--- src/rtl/core/lfsa_pkg.sv ---
`timescale 1ns / 1ps

package lfsa_pkg;

   localparam int SEAT_COUNT = 64;

   localparam int TIME_W  = 20;
   localparam int SEAT_W  = 6;
   localparam int COUNT_W = 16;
   localparam int USED_W  = 7;

   localparam logic [COUNT_W-1:0] COUNT_MAX = '1;

   typedef enum logic [3:0] {
      ST_CLEAR = 4'b0001,
      ST_IDLE  = 4'b0010,
      ST_PICK  = 4'b0100,
      ST_WRITE = 4'b1000
   } state_type;

   typedef struct packed {
      logic clear;
      logic accept;
      logic pick;
      logic commit;
   } cmd_type;

   typedef struct packed {
      logic clear_last;
   } status_type;

endpackage

--- src/rtl/core/lfsa_datapath.sv ---
`timescale 1ns / 1ps

module lfsa_datapath #(
   parameter int SEAT_COUNT = lfsa_pkg::SEAT_COUNT
) (
   input  logic                               clock,
   input  logic                               reset,
   input  lfsa_pkg::cmd_type                  cmd,
   output lfsa_pkg::status_type               status,
   input  logic [lfsa_pkg::TIME_W-1:0]        req_start_time,
   input  logic [lfsa_pkg::TIME_W-1:0]        req_end_time,
   output logic [lfsa_pkg::SEAT_W-1:0]        rsp_seat_given,
   output logic [lfsa_pkg::COUNT_W-1:0]       rsp_seat_use_count,
   output logic [lfsa_pkg::USED_W-1:0]        rsp_seats_used,
   output logic                               rsp_no_seat
);

   localparam int IW     = $clog2(SEAT_COUNT);
   localparam int UW     = $clog2(SEAT_COUNT + 1);
   localparam int LEAVES = 1 << IW;

   logic [SEAT_COUNT-1:0]            busy_ff, busy_in, set_vec, rel_vec;
   logic [lfsa_pkg::TIME_W-1:0]      end_ff;
   logic [lfsa_pkg::TIME_W-1:0]      seat_end_ff [0:SEAT_COUNT-1];
   logic [IW-1:0]                    pick_ff, clr_ff, clr_in;
   logic                             found_ff;
   logic [lfsa_pkg::COUNT_W-1:0]     rd_ff, count_next;
   logic [lfsa_pkg::COUNT_W-1:0]     cnt_mem [0:SEAT_COUNT-1];
   logic [UW-1:0]                    high_ff, high_in, pick_plus;
   logic                             mem_we;
   logic [IW-1:0]                    mem_wa;
   logic [lfsa_pkg::COUNT_W-1:0]     mem_wd;
   logic                             tv [0:IW][0:LEAVES-1];
   logic [IW-1:0]                    ti [0:IW][0:LEAVES-1];
   logic [lfsa_pkg::SEAT_W-1:0]      given_ff;
   logic [lfsa_pkg::COUNT_W-1:0]     use_ff;
   logic [lfsa_pkg::USED_W-1:0]      used_ff;
   logic                             no_seat_ff;

   // Per-seat lanes: set on commit, release against the new start on transfer.
   for (genvar i = 0; i < SEAT_COUNT; i++) begin : g_lane
      logic [lfsa_pkg::TIME_W-1:0] cmp_end;
      assign set_vec[i] = cmd.commit && found_ff && (pick_ff == IW'(i));
      assign cmp_end    = set_vec[i] ? end_ff : seat_end_ff[i];
      assign rel_vec[i] = cmd.accept && (cmp_end < req_start_time);

      always_ff @(posedge clock) begin
         if (set_vec[i]) begin
            seat_end_ff[i] <= end_ff;
         end
      end
   end

   assign busy_in = (busy_ff | set_vec) & ~rel_vec;

   // Lowest free seat through a binary tree of pairwise picks.
   for (genvar j = 0; j < LEAVES; j++) begin : g_leaf
      if (j < SEAT_COUNT) begin : g_real
         assign tv[0][j] = ~busy_ff[j];
      end else begin : g_pad
         assign tv[0][j] = 1'b0;
      end
      assign ti[0][j] = IW'(j);
   end

   for (genvar lv = 0; lv < IW; lv++) begin : g_level
      for (genvar j = 0; j < (LEAVES >> (lv + 1)); j++) begin : g_node
         assign tv[lv+1][j] = tv[lv][2*j] | tv[lv][2*j+1];
         assign ti[lv+1][j] = tv[lv][2*j] ? ti[lv][2*j] : ti[lv][2*j+1];
      end
   end

   assign count_next = (rd_ff == lfsa_pkg::COUNT_MAX) ? rd_ff : rd_ff + 1'b1;
   assign pick_plus  = UW'(pick_ff) + UW'(1);
   assign high_in    = (cmd.commit && found_ff && (pick_plus > high_ff)) ? pick_plus : high_ff;
   assign clr_in     = cmd.clear ? clr_ff + 1'b1 : clr_ff;

   assign status.clear_last = (clr_ff == IW'(SEAT_COUNT - 1));

   assign mem_we = cmd.clear || (cmd.commit && found_ff);
   assign mem_wa = cmd.clear ? clr_ff : pick_ff;
   assign mem_wd = cmd.clear ? '0 : count_next;

   always_ff @(posedge clock) begin
      if (mem_we) begin
         cnt_mem[mem_wa] <= mem_wd;
      end
      if (cmd.pick) begin
         rd_ff <= cnt_mem[ti[IW][0]];
      end
   end

   always_ff @(posedge clock) begin
      if (reset) begin
         busy_ff <= '0;
         high_ff <= '0;
         clr_ff  <= '0;
      end else begin
         busy_ff <= busy_in;
         high_ff <= high_in;
         clr_ff  <= clr_in;
      end
   end

   always_ff @(posedge clock) begin
      if (cmd.accept) begin
         end_ff <= req_end_time;
      end
      if (cmd.pick) begin
         found_ff <= tv[IW][0];
         pick_ff  <= ti[IW][0];
      end
      if (cmd.commit) begin
         given_ff   <= found_ff ? lfsa_pkg::SEAT_W'(pick_ff) : '0;
         use_ff     <= found_ff ? count_next : '0;
         used_ff    <= lfsa_pkg::USED_W'(high_in);
         no_seat_ff <= ~found_ff;
      end
   end

   assign rsp_seat_given     = given_ff;
   assign rsp_seat_use_count = use_ff;
   assign rsp_seats_used     = used_ff;
   assign rsp_no_seat        = no_seat_ff;

endmodule

--- config.mk ---
export PLATFORM = sky130hd
export DESIGN_NAME = lfsa_datapath
export DESIGN_NICKNAME = d
export VERILOG_FILES = /design/src/rtl/core/lfsa_pkg.sv /design/src/rtl/core/lfsa_datapath.sv
export SDC_FILE = /design/constraint.sdc
export NUM_CORES = 2
export LEC_CHECK = 0
export BUFFER_PORTS_ARGS = -buffer_cell sky130_fd_sc_hd__buf_2
export CAP_MARGIN = 20
export CORE_AREA = 3 3 602 604
export DETAILED_ROUTE_END_ITERATION = 10
export DIE_AREA = 0 0 605 607
export PLACE_DENSITY = 0.58
export SLEW_MARGIN = 25
export SYNTH_ARGS = -nofsm -noshare
export SYNTH_HDL_FRONTEND = slang
export SYNTH_SLANG_ARGS = --single-unit
--- constraint.sdc ---
create_clock -name clock -period 6.6 [get_ports clock]
set_input_delay 0.99 -clock clock [delete_from_list [all_inputs] [get_ports clock]]
set_output_delay 0.99 -clock clock [all_outputs]
set_load 0.05 [all_outputs]
==> flow_summary.yaml <==
yosys:
  syn_inst: 9042
  yosys-top-cells-area: "edfxtp_1 29%, dfxtp_1 24%, ha_1 13%, mux2_2 13%, mux2i_1 3.1%"
  syn_avg_cell_area_um2: 12.7
  syn_area_um2: 114000
  ys_ff_latch: 2454
  yosys.area.top_type_share_pct: 28.8
  synth_flop_cell: "dfxtp_1"
  ys_async_sr_fraction_pct: 0
  yosysTopAreaCell: "edfxtp_1"
  synth-edff-count: 1097
  ys_seq_area_share_pct: 52.5
  ys_warn_count: 0
  synth.distinct_cells: 92
  mappedNetlistNets: 10317
outcome:
  outcome: "finished clean"
placed_design:
  postPlaceCellArea_um2: 122000
  pre_cts_ws_ns: 0.581
  hpwl_um: 217000
  dp_cells: 13707
  io_buffers: 76
  gp_congestion: 0.859
worst_setup_path:
  cp-end-kind: "flop"
  cp_slowest_cell: "a2111oi_1"
  worstPathArrival_ns: 6.83
  crit_path_max_incr_delay_ns: 0.87
  reg2reg_depth: 13
  crit_top_cell: "buf_4"
  cp_cell_sequence: "and4_1 -> and4bb_4 -> nand4_4 -> buf_4 -> o32a_1 -> buf_4 -> clkinv_2 -> nand2_4 -> o221ai_1 -> or4b_1 -> a2111oi_1 -> buf_4 -> a31o_1"
  crit_path_start_kind: "flop"
  path_max_fanout: 61
  path_class: "flop to flop"
  required_ns: 7.32
route:
  drc: 0
  antenna_left: 0
  num_vias: 75820
  firstDrtPassIters: 6
  drtIter0Drc: 6368
  wirelength_um: 360000
  viasPerCell: 5.34
  wl_per_cell_um: 25.4
timing:
  hold_ws_ns: 0.328
  tns_ns: 0
  finalWorstSetupSlack_ns: 0.491
  finalCritPeriodShare_pct: 92.6
  rsz0062_at_grt: "false"
  slew_headroom_pct: 26.2
  fmax_mhz: 164
  worst_pin_slew_ns: 1.11
  fin_crit_ns: 6.11
  hold_viol_final: 0
  finalSetupViolCount: 0
  slew_viol_final: 0
  finClkSkew_ns: 0.0532
grt:
  antenna_found_initial: 14
  grt_pass1_vias: 76529
  grt_max_degree: 188
  grt_pass1_wl_um: 523000
  grt_overflow: 0
  grt_usage_pct: 19.1
floorplan:
  fp-row-count: 220
  die_area_um2: 367000
  initial_core_util_pct: 31.9
  core-area_um2: 358000
  die_w_um: 605
  die_h_um: 607
  ios: 77
pwr:
  switchingPower_mw: 8.56
  pwr_density_cell_nw_per_um2: 267
  pwr-share-clk_pct: 41.9
  cellLeakagePower_nw: 53.1
  swShare_pct: 24.6
  ir_worst_vdd_v: 0.000190
  total_power_mw: 34.8
  p_comb_share_pct: 10.2
  p_int_mw: 26.2
  pwr-share-seq_pct: 48.0
hold_path:
  min_path_type: "input pin to flop"
  hold_depth: 1
cts:
  path_clk_slew_ns: 0.06
  cts_setup_buffers: 0
  cts.path.max_buffers: 4
  clock_latency_ns: 0.86
  cts_tree: "done"
  cts_resized: 0
  clock_sinks: 2454
  hold_buffers: 0
  cts-htree-levels: 5
  cts_buffers: 266
  cts_root_buffer: "clkbuf_16"
layout:
  final_nets: 10479
  layout-area-overhead-vs-synth_pct: 13.8
  drive_above_1_share_pct: 22.9
  final_common_cell: "dfxtp_1"
  final_cells: 14186
  final_cell_area_um2: 130000
  utilization_pct: 36.4
  mostFrequentLayoutCells: "1357 x dfxtp_1, 1289 x mux2_2, 1229 x ha_1"
flow_run:
  maxCapViolCount: 0
==> worst paths after layout <==
path / from / endpoint / slack, ns
min: req_end_time[3] / end_ff[3] / 0.33
max: busy_ff[15] / rd_ff[8] / 0.49
max reg2reg: busy_ff[15] / rd_ff[8] / 0.49
min reg2reg: seat_end_ff[1][298] / seat_end_ff[1][298] / 0.47
==> cell type report <==
type | count | area [µm²]
clock inverter | 90 | 779
sequential | 2454 | 60100
inverter | 77 | 369
tap | 4773 | 5970
fill | 34266 | 228000
timing repair buffer | 368 | 3050
clock buffer | 374 | 7530
multi-input combinational | 6037 | 52400
antenna | 13 | 32.5
==> critical path, delay by kind of cell (launching register included) <==
family,cells,cell delay [ns]
flops,1,0.63
compound gates,4,2.12
buf+inv,4,1.30
simple gates,5,1.88
==> logic make-up (layout without fill, tap and decap cells) <==
| group | count (synthesis) | in the layout | share of synthesized area, % |
|---|---|---|---|
| compound gates | 1482 | 1482 | 8.70 |
| xor+xnor | 17 | 17 | 0.130 |
| fa+ha+maj | 1229 | 1229 | 13.4 |
| buf+inv | 551 | 909 | 1.95 |
| flops | 2454 | 2454 | 52.5 |
| mux | 1649 | 1649 | 15.8 |
| other cells | 0 | 13 | 0 |
| simple gates | 1660 | 1660 | 7.40 |
==> sequential cells by signal (all words and copies together), names as in the netlist <==
signal and flops:
busy_ff 64, clr_ff 6, cnt_mem 1024, end_ff 20, found_ff 1, high_ff 7, pick_ff 6, rd_ff 16
rsp_no_seat 1, rsp_seat_given 6, rsp_seat_use_count 16, rsp_seats_used 7, seat_end_ff 1280
==> synth_stat cells (13+ instances only) <==
cell type,n
and3_1,15
inv_1,73
or3_1,13
a21o_1,309
buf_2,47
a311oi_1,32
nand2b_1,146
nor2b_1,172
buf_4,15
nor2_1,365
nor3_1,237
mux2i_1,356
o221a_2,16
o41ai_1,13
a211oi_1,18
clkbuf_1,305
nand3_1,126
edfxtp_1,1097
nand4_1,248
a21boi_0,28
o21a_1,71
nor4_1,14
a22oi_1,16
o2111ai_1,16
ha_1,1229
o32a_1,55
o22ai_1,28
o21ai_0,308
buf_1,102
dfxtp_1,1357
nand2_1,270
a21oi_1,347
a41oi_1,19
o221ai_1,18
o32ai_1,46
o31ai_1,46
mux2_2,1289
==> power by group through the flow <==
stage          sequential, mW  clock, mW  combinational [mW]
2_1_floorplan            17.0          0                2.17
3_3_place_gp             17.0          0                3.36
3_5_place_dp             17.0          0                3.50
4_1_cts                  16.7       14.9                3.52
5_1_grt                  16.7       15.4                3.88
6_report                 16.7       14.6                3.53
==> per-layer routing <==
metal | GRT usage, % | share of wire (%) | vias up
li1 | - | - | 34559
met3 | 2.57 | 5.9 | 651
met5 | 0 | 0 | -
met1 | 25.2 | 44 | 38199
met4 | 7.07 | 3.8 | 0
met2 | 31.7 | 47 | 2411
Note: power is estimated with default switching activity, not from simulation.
