===== config.mk =====
export PLATFORM = sky130hd
export DESIGN_NAME = lfsa_ctrl
export DESIGN_NICKNAME = d
export VERILOG_FILES = /design/src/rtl/core/lfsa_pkg.sv /design/src/rtl/core/lfsa_ctrl.sv
export SDC_FILE = /design/constraint.sdc
export NUM_CORES = 1
export LEC_CHECK = 0
export BUFFER_PORTS_ARGS = -buffer_cell sky130_fd_sc_hd__buf_2
export CELL_PAD_IN_SITES_DETAIL_PLACEMENT = 1
export CELL_PAD_IN_SITES_GLOBAL_PLACEMENT = 1
export CORE_AREA = 2 2 39 41
export DETAILED_ROUTE_END_ITERATION = 16
export DIE_AREA = 0 0 41 43
export GPL_TIMING_DRIVEN = 0
export PLACE_DENSITY_LB_ADDON = 0.1
export SETUP_SLACK_MARGIN = 0.15
export SLEW_MARGIN = 20
export SYNTH_ARGS = -nofsm -noshare
export SYNTH_HDL_FRONTEND = slang
export SYNTH_SLANG_ARGS = --single-unit

===== constraint.sdc =====
create_clock -name clock -period 1.3 [get_ports clock]
set_input_delay 0.195 -clock clock [delete_from_list [all_inputs] [get_ports clock]]
set_output_delay 0.195 -clock clock [all_outputs]
set_load 0.01 [all_outputs]

===== src/rtl/core/lfsa_pkg.sv =====
`timescale 1ns / 1ps

package lfsa_pkg;

   localparam int SEAT_COUNT = 64;

   localparam int TIME_W  = 20;
   localparam int SEAT_W  = 6;
   localparam int COUNT_W = 16;
   localparam int USED_W  = 7;

   localparam logic [COUNT_W-1:0] COUNT_MAX = '1;

   typedef enum logic [3:0] {
      ST_CLEAR = 4'b0001,
      ST_IDLE  = 4'b0010,
      ST_PICK  = 4'b0100,
      ST_WRITE = 4'b1000
   } state_type;

   typedef struct packed {
      logic clear;
      logic accept;
      logic pick;
      logic commit;
   } cmd_type;

   typedef struct packed {
      logic clear_last;
   } status_type;

endpackage


===== src/rtl/core/lfsa_ctrl.sv =====
`timescale 1ns / 1ps

module lfsa_ctrl (
   input  logic                 clock,
   input  logic                 reset,
   input  logic                 req_valid,
   output logic                 req_ready,
   output logic                 rsp_valid,
   input  logic                 rsp_ready,
   input  lfsa_pkg::status_type status,
   output lfsa_pkg::cmd_type    cmd
);

   lfsa_pkg::state_type state_ff, state_in;
   logic                rsp_valid_ff, rsp_valid_in;
   logic                out_free;

   assign out_free  = !rsp_valid_ff || rsp_ready;
   assign req_ready = (state_ff == lfsa_pkg::ST_IDLE) ||
                      ((state_ff == lfsa_pkg::ST_WRITE) && out_free);

   assign cmd.clear  = (state_ff == lfsa_pkg::ST_CLEAR);
   assign cmd.accept = req_valid && req_ready;
   assign cmd.pick   = (state_ff == lfsa_pkg::ST_PICK);
   assign cmd.commit = (state_ff == lfsa_pkg::ST_WRITE) && out_free;

   always_comb begin
      state_in = state_ff;
      case (state_ff)
         lfsa_pkg::ST_CLEAR: begin
            if (status.clear_last) begin
               state_in = lfsa_pkg::ST_IDLE;
            end
         end
         lfsa_pkg::ST_IDLE: begin
            if (cmd.accept) begin
               state_in = lfsa_pkg::ST_PICK;
            end
         end
         lfsa_pkg::ST_PICK: begin
            state_in = lfsa_pkg::ST_WRITE;
         end
         lfsa_pkg::ST_WRITE: begin
            if (out_free) begin
               state_in = cmd.accept ? lfsa_pkg::ST_PICK : lfsa_pkg::ST_IDLE;
            end
         end
         default: begin
            state_in = lfsa_pkg::ST_CLEAR;
         end
      endcase
   end

   assign rsp_valid_in = cmd.commit ? 1'b1 : (rsp_ready ? 1'b0 : rsp_valid_ff);

   always_ff @(posedge clock) begin
      if (reset) begin
         state_ff     <= lfsa_pkg::ST_CLEAR;
         rsp_valid_ff <= 1'b0;
      end else begin
         state_ff     <= state_in;
         rsp_valid_ff <= rsp_valid_in;
      end
   end

   assign rsp_valid = rsp_valid_ff;

endmodule


==> summary.txt, run 1 <==
Power and ir drop
  • Power Density: 912 nW/um^2
  • Total power: 0.433 mW
  • Peak VDD IR: 356 uV
  • Leak pwr: 0.200 nW

STA
  • Max_slew headroom: 0.805
  • F_max: 687 MHz
  • Max Slew Vio Count: 0
  • Final setup viols: 6
  • RSZ-0062 raised after global routing: true
  • Final number of hold-violating endpoints: 0
  • Hold_ws: 0.200 ns
  • Worst slew pin tran: 0.291 ns
  • Period utilisation layout: 1.12
  • Worst Skew: 0.00499 ns
  • Final WS setup: -0.156 ns
  • Tmin final: 1.46 ns

Floorplanning
  • Die W: 41 um
  • Core area: 1380 sq um
  • Die area: 1760 sq um
  • Starting Density: 0.222
  • Row cnt: 14
  • Number of I/O pins: 11
  • Die H: 43 um

Yosys
  • Mapped Area: 307 sq um
  • Post-synth top flop: dfxtp_1
  • Synth area leader: dfxtp_1
  • Synth Register Bits: 5
  • Dominant cells by area after synthesis: dfxtp_1, nor4b_2, nor4b_4
  • Top cell type's share of synthesized area: 0.327
  • Syn nets: 36
  • Post-synth ARST share: 0
  • Sequential-to-total area share from yosys stat: 0.327
  • Syn Area/Cell: 9.89 sq um
  • EDFF count, synth: 0
  • Synth cell types: 21
  • Syn Inst Count: 31
  • Synth Warn #: 0
  • Most common cell in the netlist: dfxtp_1

Clock network
  • Clk Latency, worst-skew pair: 0.25 ns
  • CTS tree: built
  • Clk slew on worst S/H paths: 0.05 ns
  • CTS Sinks: 5
  • Clock tree buffer depth: 2
  • Num CTS Buffers: 3
  • CTS H-tree lvls: 1
  • CTS Root Cell: clkbuf_4

Finish
  • Util after Layout: 0.343
  • Area occupied by registers: 110 sq um
  • Syn-to-layout area delta: 54.7%
  • Area of the multi-input gates: 213 sq um
  • Share of layout cells above drive strength 1: 0.673
  • Nets@finish: 55
  • Antenna cell count: 0
  • Filler cells: 170

Critical path
  • CP arrival: 1.26 ns
  • Crit Reg-Reg Startpoint: state_ff[1]$_SDFFE_PP0P_
  • Slowest stage delay, CP: 0.43 ns
  • Worst-path cell chain: nor4b_2 > buf_4 > buf_2
  • Worst setup SP type: flip-flop
  • Worst setup EP type: primary output
  • Source of the critical timing path: state_ff[2]$_SDFFE_PP0P_
  • Required @ worst endpoint: 1.11 ns
  • CP max-delay cell: dfxtp_2
  • Worst Path Max Fanout: 7
  • Crit path buffers/inverters: 2
  • Critical path class: reg2out
  • Top delay family on crit path: flip-flops

Global routing
  • Number of global-route vias before repair: 313
  • Total GRT Usage: 0.143
  • First-pass GRT wire length: 1.53 mm
  • Largest net degree at the start of global routing: 8
  • Overflow after GRT: 0
  • Number of antenna violations at the first check in global routing: 0

Route
  • Post-DR wirelength/cell: 14.0 um
  • DRC Markers: 0
  • Initial DRT Pass Iterations: 3
  • Post-Route WL: 908 um
  • Via count: 304
  • DR vias/cell: 4.68
  • Antenna-violating nets left: 0
  • Initial drt markers: 2

Placed design
  • I/O Buffers: 10
  • HPWL Detailed: 591 um
  • GPL Wtd Cong: 0.687

Min path
  • Hold Crit Class: in2reg
  • Hold Startpoint: reset

Flow run
  • Max Cap Violations: 0

Outcome
  • Failing checks: negative setup slack
  • Outcome: finished, violations left
## power by group
| part | internal, mW | switching, mW |
|---|---|---|
| Clock | 0.117 | 0.0720 |
| Combinational | 0.0433 | 0.0341 |
| Sequential | 0.157 | 0.00984 |
## worst reg2reg max path: cells and delay by family (launching register included)
family	cells	cell delay, ns
compound gates	1	0.06
buf+inv	2	0.31
flops	1	0.35
simple gates	2	0.50
## layer usage
layer	track usage	up-vias	share of wire
met2	0.184	11	0.53
met4	0.120	0	0.021
met3	0.0681	2	0.064
li1	-	150	-
met1	0.167	141	0.38
met5	0	-	0
## area by class of cell
cell class | count | share of cell area
Sequential cell | 5 | 0.232
Timing Repair Buffer | 14 | 0.174
Buffer | 2 | 0.0317
Multi-Input combinational cell | 22 | 0.449
Clock buffer | 4 | 0.0554
Tap cell | 16 | 0.0422
Inverter | 2 | 0.0158
## through the flow
step / area (sq um) / worst slack, ns / TNS (ns) / instances
after floorplan: 317 / 0.133 / 0 / 31
after detailed placement: 387 / 0.00210 / 0 / 57
after global routing: 474 / -0.217 / -1.15 / 65
final: 474 / -0.156 / -0.706 / 65
after CTS: 444 / -0.162 / -0.696 / 64
after global placement: 387 / 0.00864 / 0 / 57
## cells in the final DEF, fill, tap and decap left out, types with 2 or more instances in the layout
| cell type | n |
|---|---|
| buf_4 | 7 |
| dfxtp_2 | 2 |
| clkbuf_4 | 3 |
| inv_1 | 2 |
| dfxtp_4 | 2 |
| buf_2 | 9 |
| a21oi_1 | 2 |
| nor4b_2 | 2 |
## cell families (layout without fill, tap and decap cells)
| group | count (synthesis) | after routing | synth area share |
|---|---|---|---|
| AOI/OAI and AO/OA | 6 | 6 | 0.147 |
| and+or+nand+nor | 15 | 15 | 0.425 |
| xor gates and xnor gates | 1 | 1 | 0.0286 |
| DFF | 5 | 5 | 0.327 |
| buffers and inverters | 4 | 22 | 0.0735 |
## worst paths after layout
check / to / slack (ns) / cells past startpoint
worst max-delay path: cmd[1] / -0.16 / 3
worst min-delay path: state_ff[2]$_SDFFE_PP0P_ / 0.20 / 2
worst max register to register: state_ff[0]$_SDFFE_PP1P_ / -0.03 / 5
worst min register to register: state_ff[3]$_SDFFE_PP0P_ / 0.45 / 1
## registers in the layout (all words and copies together) (netlist names)
name / cells
state_ff: 4
rsp_valid: 1
## what timing repair did
action,4_1_cts,5_1_grt
gates resized for setup,4,5
pin swaps,2,1
buffers inserted,3,1
hold buffers,0,0
endpoints found under the setup margin,6,7
No activity file was read; power rests on OpenSTA's default activity.
==> run 2, diff against run 1 <==
- PLACE_DENSITY: unset -> 0.65
- PLACE_DENSITY_LB_ADDON: 0.1 -> unset
==> run 2 against run 1 <==
Compared with the run above: the flow still finishes with violations (negative setup slack); cell count rose by 4.6%; routed wire length increased by 7.4%; non-clock buffer count grew 3; flip-flop and latch count stayed put; critical endpoint is now cmd[0]; utilization is 4.4 points higher; fmax grew 0.78%; combinational power up 15%; critical path type unchanged; via count up 3.6%.
==> summary.txt, run 2 (synthesis results as in run 1) <==
Placed design
  • Placed Area: 387 sq um
  • Placed Cells: 57
  • I/O Buffers: 10
  • Worst slack at placement: -0.00655 ns
  • GPL Wtd Cong: 0.679
  • HPWL Detailed: 525 um

Critical path
  • Critical path class: reg2out
  • Required @ worst endpoint: 1.11 ns
  • Worst Path Max Fanout: 5
  • Worst flop-to-flop path endpoint: state_ff[0]$_SDFFE_PP1P_
  • Crit Reg-Reg Startpoint: state_ff[1]$_SDFFE_PP0P_
  • Flop-to-flop setup slack: -0.02 ns
  • Reg2Reg Depth: 5
  • CP arrival: 1.25 ns
  • Worst setup SP type: flip-flop
  • Worst setup EP type: primary output

Floorplanning
  • Number of I/O pins: 11
  • Core area: 1380 sq um
  • Die W: 41 um
  • Die area: 1760 sq um
  • Row cnt: 14
  • Starting Density: 0.222
  • Die H: 43 um

Power and ir drop
  • Leak pwr: 0.220 nW
  • Internal power: 0.319 mW
  • Clk pwr share: 0.421
  • Sequential Power Share: 0.376
  • Total power: 0.439 mW
  • Combinational share of power: 0.203
  • Net Switching: 0.120 mW
  • Switching Fraction: 0.273
  • Peak VDD IR: 299 uV
  • Power Density: 819 nW/um^2

STA
  • F_max: 692 MHz
  • Worst slew pin tran: 0.260 ns
  • Final WS setup: -0.144 ns
  • Worst Skew: 0.000831 ns
  • Setup TNS: -0.520 ns
  • Final number of hold-violating endpoints: 0
  • Max_slew headroom: 0.826
  • Tmin final: 1.44 ns
  • RSZ-0062 raised after global routing: true
  • Period utilisation layout: 1.11
  • Final setup viols: 6
  • Max Slew Vio Count: 0
  • Hold_ws: 0.199 ns

Route
  • DRC Markers: 0
  • DR vias/cell: 4.63
  • Via count: 315
  • Antenna-violating nets left: 0
  • Post-Route WL: 975 um
  • Initial drt markers: 1
  • Initial DRT Pass Iterations: 2
  • Post-DR wirelength/cell: 14.3 um

Global routing
  • Largest net degree at the start of global routing: 8
  • Number of antenna violations at the first check in global routing: 0
  • First-pass GRT wire length: 1.42 mm
  • Total GRT Usage: 0.124
  • Overflow after GRT: 0
  • Number of global-route vias before repair: 326

Clock network
  • CTS tree: built
  • Num CTS Buffers: 3
  • Clock tree buffer depth: 2
  • Clk Latency, worst-skew pair: 0.24 ns
  • CTS Root Cell: clkbuf_4
  • CTS Sinks: 5
  • Clk slew on worst S/H paths: 0.05 ns
  • CTS H-tree lvls: 1

Finish
  • Largest reg by FF count: state_ff
  • Share of layout cells above drive strength 1: 0.731
  • Non-filler cells, final: 68
  • Syn-to-layout area delta: 74.7%
  • Antenna cell count: 0
  • Max FFs per register: 4
  • Nets@finish: 58
  • Most frequent cells in the layout: buf_4, buf_2, dfxtp_4
  • Cell area after layout: 536 sq um
  • Util after Layout: 0.387

Outcome
  • Failing checks: negative setup slack
  • Outcome: finished, violations left

Min path
  • Hold Path Depth: 2
  • Hold Startpoint: reset
  • Hold Crit Class: in2reg
  • Hold Crit Endpoint: state_ff[2]$_SDFFE_PP0P_

Flow run
  • Max Cap Violations: 0
==> run 2: worst max-delay path by stage <==
stage                        startpoint                       end  slack [ns]  cells past startpoint
2_1_floorplan  state_ff[3]$_SDFFE_PP0P_  state_ff[0]$_SDFFE_PP1P_        0.13                      3
3_3_place_gp   state_ff[2]$_SDFFE_PP0P_                    cmd[0]      -0.009                      4
3_5_place_dp   state_ff[2]$_SDFFE_PP0P_                    cmd[0]      -0.007                      4
4_1_cts        state_ff[1]$_SDFFE_PP0P_                 req_ready       -0.14                      4
5_1_grt        state_ff[1]$_SDFFE_PP0P_                    cmd[2]       -0.20                      4
6_report       state_ff[1]$_SDFFE_PP0P_                    cmd[0]       -0.14                      4
==> run 2: power by group through the flow <==
stage	logic (mW)	clock network, mW	registers, mW
after floorplan	0.0340	0	0.171
after global placement	0.0516	0	0.173
after detailed placement	0.0518	0	0.173
after CTS	0.0735	0.196	0.164
after global routing	0.0950	0.205	0.166
final	0.0891	0.185	0.165
==> run 2: what timing repair did <==
| item | 4_1_cts | 5_1_grt |
|---|---|---|
| setup buffers | 5 | 2 |
| hold buffers | 0 | 0 |
| pin swaps | 3 | 3 |
| gates resized for setup | 12 | 4 |
| setup endpoints to repair | 6 | 7 |
==> run 2: cell type report <==
cell class                      instances  area, sq um
Fill cell                             160          848
Buffer                                  2         18.8
Clock buffer                            4         26.3
Inverter                                2         7.51
Timing Repair Buffer                   17          115
Multi-Input combinational cell         22          233
Tap cell                               16         20.0
Sequential cell                         5          115
==> run 2: routing by layer <==
layer | vias to the layer above | global-route usage | part of all wire | wire length (um)
met5 | - | 0 | 0 | 0
met4 | 0 | 0.120 | 0 | 0
met3 | 0 | 0.0157 | 0.014 | 14
met2 | 3 | 0.175 | 0.56 | 545
met1 | 156 | 0.148 | 0.43 | 416
li1 | 156 | - | - | -
==> run 2: critical path, cell delays in order (launching register included) <==
cell	delay, ns
dfxtp_4	0.36
and2b_4	0.28
and3_4	0.20
buf_6	0.09
buf_6	0.08
